$ cat src/hdl/sjf_pkg.sv
// types and constants shared by the shortest-job-first scheduler modules
package sjf_pkg;

  localparam int JOB_ID_W   = 8;
  localparam int RUNTIME_W  = 10;
  localparam int QUANTUM_W  = 16;
  localparam int COMPLETE_W = 8;
  localparam int CFG_DATA_W = 16;
  localparam int CFG_IDX_W  = 1;

  localparam logic OP_ARRIVE = 1'b0;
  localparam logic OP_TICK   = 1'b1;

  localparam logic [CFG_IDX_W-1:0] CFG_ADMISSION_LIMIT = 1'b0;
  localparam logic [CFG_IDX_W-1:0] CFG_JOB_TOTAL       = 1'b1;

  localparam logic [QUANTUM_W-1:0]  ADMISSION_LIMIT_RESET = 16'd100;
  localparam logic [COMPLETE_W-1:0] JOB_TOTAL_RESET       = 8'd0;
  localparam logic [QUANTUM_W-1:0]  QUANTUM_MAX           = 16'hFFFF;
  localparam logic [COMPLETE_W-1:0] COMPLETE_MAX          = 8'hFF;

  typedef struct packed {
    logic                 operation;
    logic [JOB_ID_W-1:0]  job_id;
    logic [RUNTIME_W-1:0] job_runtime;
  } sjf_item_t;

  typedef struct packed {
    logic                 accepted;
    logic                 served_valid;
    logic [JOB_ID_W-1:0]  served_job;
    logic                 first_run;
    logic                 job_done;
    logic [QUANTUM_W-1:0] quantum_now;
    logic                 halted;
  } sjf_result_t;

  typedef enum logic {
    ST_IDLE,
    ST_EXEC
  } sjf_state_t;

  typedef struct packed {
    logic load;
    logic arrive;
    logic tick;
  } sjf_cmd_t;

  typedef struct packed {
    logic tick_op;
  } sjf_status_t;

endpackage

$ cat src/hdl/sjf_ctrl.sv
// controller state machine: accepts an item and sequences one execute step
module sjf_ctrl
  import sjf_pkg::*;
(
  input  logic        clk,
  input  logic        rst,
  input  logic        start,
  input  sjf_status_t status,
  output sjf_cmd_t    cmd,
  output logic        busy
);

  sjf_state_t state;
  sjf_state_t state_next;

  always_ff @(posedge clk) begin
    if (rst) begin
      state <= ST_IDLE;
    end else begin
      state <= state_next;
    end
  end

  always_comb begin
    state_next = state;
    unique case (state)
      ST_IDLE: begin
        if (start) begin
          state_next = ST_EXEC;
        end
      end
      ST_EXEC: begin
        state_next = ST_IDLE;
      end
      default: begin
        state_next = ST_IDLE;
      end
    endcase
  end

  always_comb begin
    cmd  = '0;
    busy = 1'b0;
    unique case (state)
      ST_IDLE: begin
        cmd.load = start;
      end
      ST_EXEC: begin
        busy       = 1'b1;
        cmd.arrive = (status.tick_op == OP_ARRIVE);
        cmd.tick   = (status.tick_op == OP_TICK);
      end
      default: begin
        busy = 1'b0;
      end
    endcase
  end

endmodule

$ cat src/hdl/sjf_datapath.sv
// datapath: sorted run queue cells, counters, config registers and result register
module sjf_datapath
  import sjf_pkg::*;
#(
  parameter int QUEUE_DEPTH = 16
) (
  input  logic                  clk,
  input  logic                  rst,
  input  sjf_cmd_t              cmd,
  input  sjf_item_t             item,
  input  logic                  cfg_write,
  input  logic [CFG_IDX_W-1:0]  cfg_index,
  input  logic [CFG_DATA_W-1:0] cfg_data,
  output sjf_status_t           status,
  output sjf_result_t           result,
  output logic                  result_valid
);

  localparam int OCC_W = $clog2(QUEUE_DEPTH + 1);

  logic [JOB_ID_W-1:0]   slot_job     [QUEUE_DEPTH];
  logic [RUNTIME_W-1:0]  slot_runtime [QUEUE_DEPTH];

  logic [OCC_W-1:0]      occupancy;
  logic [OCC_W-1:0]      occupancy_next;
  logic [RUNTIME_W-1:0]  head_executed;
  logic [RUNTIME_W-1:0]  head_executed_next;
  logic [QUANTUM_W-1:0]  quantum_count;
  logic [QUANTUM_W-1:0]  quantum_count_next;
  logic [COMPLETE_W-1:0] completed_count;
  logic [COMPLETE_W-1:0] completed_count_next;
  logic                  stopped;
  logic                  stopped_next;
  logic [QUANTUM_W-1:0]  admission_limit;
  logic [COMPLETE_W-1:0] job_total;

  logic                  op;
  logic [JOB_ID_W-1:0]   new_id;
  logic [RUNTIME_W-1:0]  new_runtime;
  logic [QUEUE_DEPTH-1:0] gt_now;
  logic [QUEUE_DEPTH-1:0] gt;
  logic [QUEUE_DEPTH-1:0] ins_after;

  logic                  arrive_ok;
  logic                  insert;
  logic                  pop;
  logic [RUNTIME_W:0]    head_sum;
  logic                  head_done;
  logic                  limit_hit;
  logic [COMPLETE_W-1:0] completed_inc;
  logic                  advance;
  sjf_result_t           result_next;

  assign status.tick_op = op;

  // compare against the arriving runtime while the item is taken
  always_comb begin
    gt_now = '0;
    for (int k = 1; k < QUEUE_DEPTH; k++) begin
      gt_now[k] = slot_runtime[k] > item.job_runtime;
    end
  end

  always_ff @(posedge clk) begin
    if (cmd.load) begin
      op          <= item.operation;
      new_id      <= item.job_id;
      new_runtime <= item.job_runtime;
      gt          <= gt_now;
    end
  end

  always_comb begin
    for (int k = 0; k < QUEUE_DEPTH; k++) begin
      ins_after[k] = (OCC_W'(k) >= occupancy) || ((k != 0) && gt[k]);
    end
  end

  assign arrive_ok = !stopped && (quantum_count < admission_limit)
                     && (occupancy < OCC_W'(QUEUE_DEPTH));
  assign insert    = cmd.arrive && arrive_ok;
  assign head_sum  = {1'b0, head_executed} + {{RUNTIME_W{1'b0}}, 1'b1};
  assign head_done = (occupancy != '0) && (head_sum >= {1'b0, slot_runtime[0]});
  assign pop       = cmd.tick && !stopped && head_done;
  assign limit_hit = quantum_count >= admission_limit;
  assign completed_inc = (completed_count == COMPLETE_MAX) ? completed_count
                         : completed_count + COMPLETE_W'(1);

  for (genvar g = 0; g < QUEUE_DEPTH; g++) begin : g_cell
    localparam int PREV = (g == 0) ? 0 : g - 1;
    localparam int NEXT = (g == QUEUE_DEPTH - 1) ? g : g + 1;
    logic first_slot;
    assign first_slot = (g == 0) || !ins_after[PREV];

    always_ff @(posedge clk) begin
      if (insert && ins_after[g]) begin
        if (first_slot) begin
          slot_job[g]     <= new_id;
          slot_runtime[g] <= new_runtime;
        end else begin
          slot_job[g]     <= slot_job[PREV];
          slot_runtime[g] <= slot_runtime[PREV];
        end
      end else if (pop) begin
        slot_job[g]     <= slot_job[NEXT];
        slot_runtime[g] <= slot_runtime[NEXT];
      end
    end
  end

  always_comb begin
    occupancy_next       = occupancy;
    head_executed_next   = head_executed;
    quantum_count_next   = quantum_count;
    completed_count_next = completed_count;
    stopped_next         = stopped;
    advance              = 1'b0;
    result_next             = '0;
    result_next.quantum_now = quantum_count;
    if (cmd.arrive) begin
      result_next.accepted = arrive_ok;
      if (arrive_ok) begin
        occupancy_next = occupancy + OCC_W'(1);
      end
    end else if (cmd.tick && !stopped) begin
      advance = 1'b1;
      if (occupancy != '0) begin
        result_next.served_valid = 1'b1;
        result_next.served_job   = slot_job[0];
        result_next.first_run    = (head_executed == '0);
        head_executed_next       = head_sum[RUNTIME_W-1:0];
        if (head_done) begin
          result_next.job_done = 1'b1;
          occupancy_next       = occupancy - OCC_W'(1);
          head_executed_next   = '0;
          completed_count_next = completed_inc;
          if (limit_hit) begin
            occupancy_next = '0;
            stopped_next   = 1'b1;
            advance        = 1'b0;
          end else if ((job_total != '0) && (completed_inc >= job_total)) begin
            stopped_next = 1'b1;
          end
        end
      end else if (limit_hit) begin
        stopped_next = 1'b1;
        advance      = 1'b0;
      end
      if (advance && (quantum_count != QUANTUM_MAX)) begin
        quantum_count_next = quantum_count + QUANTUM_W'(1);
      end
    end
    result_next.halted = stopped_next;
  end

  always_ff @(posedge clk) begin
    if (rst) begin
      occupancy       <= '0;
      head_executed   <= '0;
      quantum_count   <= '0;
      completed_count <= '0;
      stopped         <= 1'b0;
      result_valid    <= 1'b0;
    end else begin
      occupancy       <= occupancy_next;
      head_executed   <= head_executed_next;
      quantum_count   <= quantum_count_next;
      completed_count <= completed_count_next;
      stopped         <= stopped_next;
      result_valid    <= cmd.arrive || cmd.tick;
    end
  end

  always_ff @(posedge clk) begin
    if (cmd.arrive || cmd.tick) begin
      result <= result_next;
    end
  end

  always_ff @(posedge clk) begin
    if (rst) begin
      admission_limit <= ADMISSION_LIMIT_RESET;
      job_total       <= JOB_TOTAL_RESET;
    end else if (cfg_write) begin
      unique case (cfg_index)
        CFG_ADMISSION_LIMIT: admission_limit <= cfg_data;
        CFG_JOB_TOTAL:       job_total       <= cfg_data[COMPLETE_W-1:0];
        default: begin
          admission_limit <= admission_limit;
        end
      endcase
    end
  end

endmodule

$ cat src/hdl/nonpreemptive_sjf_scheduler_unit.sv
// top level of the non-preemptive shortest-job-first run queue
// usage:
//   drive item and raise start while busy is low; the item is taken at that edge
//   an arrive item inserts a job behind all jobs of equal or shorter runtime,
//   never ahead of the running head job
//   a tick item runs the head job for one quantum and reports first run and done
//   each item gives exactly one result, shown on result for one cycle with
//   result_valid high; the receiver cannot stall the block
// sequence:
//   the load step takes the item and compares its runtime against every queue
//   cell but the head; the execute step shifts the cells and updates the counters;
//   the result appears in the cycle after that, and the edge that ends it can
//   already take a new start, but a start during the execute step is not taken
// configuration:
//   cfg_write with cfg_index 0 sets admission_limit, 1 sets job_total
//   write only while busy is low and no result is pending
// reset:
//   rst clears the queue, all counters and the halt flag; admission_limit goes
//   to 100 and job_total to 0; no clearing pass is needed
module nonpreemptive_sjf_scheduler_unit
  import sjf_pkg::*;
#(
  parameter int QUEUE_DEPTH = 16
) (
  input  logic                  clk,
  input  logic                  rst,
  input  logic                  start,
  input  sjf_item_t             item,
  output logic                  busy,
  output sjf_result_t           result,
  output logic                  result_valid,
  input  logic                  cfg_write,
  input  logic [CFG_IDX_W-1:0]  cfg_index,
  input  logic [CFG_DATA_W-1:0] cfg_data
);

  sjf_cmd_t    cmd;
  sjf_status_t status;

  sjf_ctrl u_ctrl (
    .clk    (clk),
    .rst    (rst),
    .start  (start),
    .status (status),
    .cmd    (cmd),
    .busy   (busy)
  );

  sjf_datapath #(
    .QUEUE_DEPTH (QUEUE_DEPTH)
  ) u_datapath (
    .clk          (clk),
    .rst          (rst),
    .cmd          (cmd),
    .item         (item),
    .cfg_write    (cfg_write),
    .cfg_index    (cfg_index),
    .cfg_data     (cfg_data),
    .status       (status),
    .result       (result),
    .result_valid (result_valid)
  );

endmodule

$ cat config.mk
export PLATFORM = sky130hd
export DESIGN_NAME = nonpreemptive_sjf_scheduler_unit
export DESIGN_NICKNAME = d
export VERILOG_FILES = /design/src/hdl/sjf_pkg.sv /design/src/hdl/sjf_ctrl.sv /design/src/hdl/sjf_datapath.sv /design/src/hdl/nonpreemptive_sjf_scheduler_unit.sv
export SDC_FILE = /design/constraint.sdc
export NUM_CORES = 1
export LEC_CHECK = 0
export BUFFER_PORTS_ARGS = -buffer_cell sky130_fd_sc_hd__buf_2
export CORE_ASPECT_RATIO = 0.5
export CORE_UTILIZATION = 65
export CTS_BUF_LIST = sky130_fd_sc_hd__clkbuf_8
export DETAILED_ROUTE_END_ITERATION = 16
export GPL_ROUTABILITY_DRIVEN = 0
export PLACE_DENSITY = 0.8
export REMOVE_ABC_BUFFERS = 1
export SETUP_SLACK_MARGIN = 0.15
export SLEW_MARGIN = 20
export SYNTH_ARGS = -nofsm -noshare
export SYNTH_HDL_FRONTEND = slang
export SYNTH_HIERARCHICAL = 1
export SYNTH_SLANG_ARGS = --single-unit
export TNS_END_PERCENT = 100
$ cat constraint.sdc
create_clock -name clk -period 7.05 [get_ports clk]
set_clock_uncertainty 0.2 [all_clocks]
set_input_delay 1.41 -clock clk [delete_from_list [all_inputs] [get_ports clk]]
set_output_delay 1.41 -clock clk [all_outputs]
set_load 0.01 [all_outputs]
==> flow_summary.ini <==
[run_status]
outcome = finished clean

[synthesis]
syn_inst = 2192
yosysUniqueCellTypes = 83
synthMostInstantiatedCell = edfxtp_1
synthTopCellsByArea = edfxtp_1 (44%), ha_1 (9.7%), mux2i_1 (6.2%)
ys_top_cells_by_count = edfxtp_1 (350), a21oi_1 (242), ha_1 (183), nand2_1 (179), mux2i_1 (147)
synth_area_leader_cell = edfxtp_1
synth_area_per_cell_um2 = 10.8
ys_ff_latch = 416
ys.flop_type = edfxtp_1
synth_top_area_frac = 0.443
synth_edf_count = 350
synth-seq-area-share = 0.499
yosysWarnings = 6
synth-async-reset-ratio = 0
syn_area_um2 = 23700

[clock_tree]
insertion_delay_ns = 0.66
clock_path_buffers = 3
cts_max_level = 2
cts_buffers = 58
cts_tree = yes
post-cts-setup-buffers = 0
cts_sinks = 416
cts_resized = 0
clk_pin_slew_ns = 0.07
ctsHoldBuffers = 0
cts_root_buffer = clkbuf_8

[setup_path]
crit_chain = ha_1, and2_1, nand2_1, xnor2_1, ha_1, and3_1, a221oi_1, o21ai_0, a21o_1, nand2_4, buf_4, nand2_1
r2r_start = u_datapath/head_executed[0]
critical_path_class = reg -> reg
startpoint_type = flop
max_stage_delay_ns = 0.77
cp-end-kind = flop
crit_path_start = u_datapath/head_executed[0]
cp.required_ns = 7.04
cp_slowest_cell = nand2_1
worstPathArrival_ns = 5.19
path_max_fanout = 82

[timing]
hold_violations = 0
min_period_ns = 5.20
timing.final.crit_share = 0.738
tightest_slew_ns = 1.08
setup_viol = 0
fmax_mhz = 192
report.final.slew_viol_count = 0
finalSetupTns_ns = 0
slew_headroom = 0.281
rsz0062_at_grt = no

[detailed_routing]
num_vias = 18400
viasPerCell = 6.69
wire_per_inst_um = 22.4
totalWireLength_mm = 61.6
drcViolationCount = 0
first_pass_iters = 6
drt-initial-drc-count = 2143
drt.antenna.violating_nets = 0

[place]
dp_cells = 2644
io_buffers = 70
dp_hpwl_mm = 44.0

[global_routing]
antenna_found_initial = 1
track_usage = 0.327
grt_max_degree = 83
grt_pass1_wl_mm = 94.9
grt_pass1_vias = 17100
grt.overflow.total = 0

[hold_path]
min_from = u_datapath/admission_limit[14]
hp-class = reg -> reg

[run]
drv_cap = 0

[die]
design.die.area_um2 = 37300
core_area_um2 = 35900
die_y_um = 137
die_width_um = 272
io_pins = 71
start_util = 0.660
num_rows = 49

[power]
p_per_area_nw_per_um2 = 206
peakVddDrop_mv = 0.173
p_leak_nw = 10.0
power_mw = 5.24

[layout]
area_growth_pct = 7.57
num-nets-final = 2447
drive_gt1_frac = 0.107
fin_cells = 2756
worst max-delay path: cells and delay by family (launching register included):
| family | cells | cell delay, ns |
|---|---|---|
| flops | 1 | 0.41 |
| simple gates | 5 | 1.61 |
| xor+xnor | 1 | 0.14 |
| compound gates | 3 | 1.05 |
| buf+inv | 1 | 0.72 |
| fa+ha+maj | 2 | 0.53 |
state kept, by name, indices dropped and copies added, names as in the netlist:
signal	cells
u_datapath/quantum_count	16
u_datapath/new_runtime	10
u_datapath/status	1
u_datapath/completed_count	8
u_datapath/slot_runtime	160
u_datapath/result	29
u_datapath/job_total	8
u_datapath/new_id	8
u_datapath/result_valid	1
u_datapath/occupancy	5
u_datapath/gt	14
u_ctrl/state	1
u_datapath/admission_limit	16
u_datapath/slot_job	128
u_datapath/stopped	1
u_datapath/head_executed	10
where the power goes:
part / switching [mW] / total [mW] / internal [mW]
Sequential: 0.0856 / 2.86 / 2.78
Clock: 0.974 / 1.85 / 0.878
Combinational: 0.318 / 0.527 / 0.210
Total: 1.38 / 5.24 / 3.87
path summary, 6_finish.rpt:
check                                         to  slack, ns  cells past startpoint
setup / recovery      u_datapath/slot_job[1][39]       1.85                     12
hold / removal    u_datapath/admission_limit[14]       0.26                      2
setup reg to reg      u_datapath/slot_job[1][39]       1.85                     12
hold reg to reg   u_datapath/admission_limit[14]       0.26                      2
placed cells by master, fill, tap and decap left out, types with 54 or more instances in the layout:
master,n
inv_1,117
o32ai_1,54
mux2i_1,147
o21ai_0,130
ha_1,183
buf_2,70
nand2_1,178
a21oi_1,241
clkbuf_8,68
nor2_1,105
dfxtp_1,66
edfxtp_1,350
cells by family (layout without fill, tap and decap cells):
family | Yosys count | count (layout) | synth area share
adders and majority gates | 183 | 183 | 0.0966
buffers and inverters | 231 | 310 | 0.0431
other | 0 | 1 | 0
and+or+nand+nor | 522 | 522 | 0.107
xor gates and xnor gates | 21 | 21 | 0.00776
DFF | 416 | 416 | 0.499
muxes | 167 | 167 | 0.0720
AOI/OAI and AO/OA | 652 | 652 | 0.174
cell type report:
cell class,count,area [um^2]
Tap cell,484,606
Clock buffer,68,936
Multi-Input combinational cell,1545,10900
Fill cell,2584,10400
Timing Repair Buffer,104,641
Clock inverter,39,166
Antenna cell,1,2.50
Sequential cell,416,11800
Inverter,99,374
through the flow:
stage | utilization | setup WS [ns] | hold slack [ns] | cell area, um^2
3_3_place_gp | 0.677 | 2.13 | 0.245 | 24300
4_1_cts | 0.708 | 2.00 | 0.258 | 25400
5_1_grt | 0.710 | 1.54 | 0.277 | 25500
3_5_place_dp | 0.677 | 1.99 | 0.248 | 24300
6_report | 0.710 | 1.85 | 0.256 | 25500
2_1_floorplan | - | 1.23 | 0.230 | 23100
routing by layer:
metal | up-vias | track usage | wire length (um)
met5 | - | 0 | 0
met4 | 0 | 0.0793 | 1040
met3 | 103 | 0.0746 | 7060
met2 | 1111 | 0.505 | 27200
met1 | 8837 | 0.467 | 26300
li1 | 8394 | - | -
No activity file was read; power rests on OpenSTA's default activity.
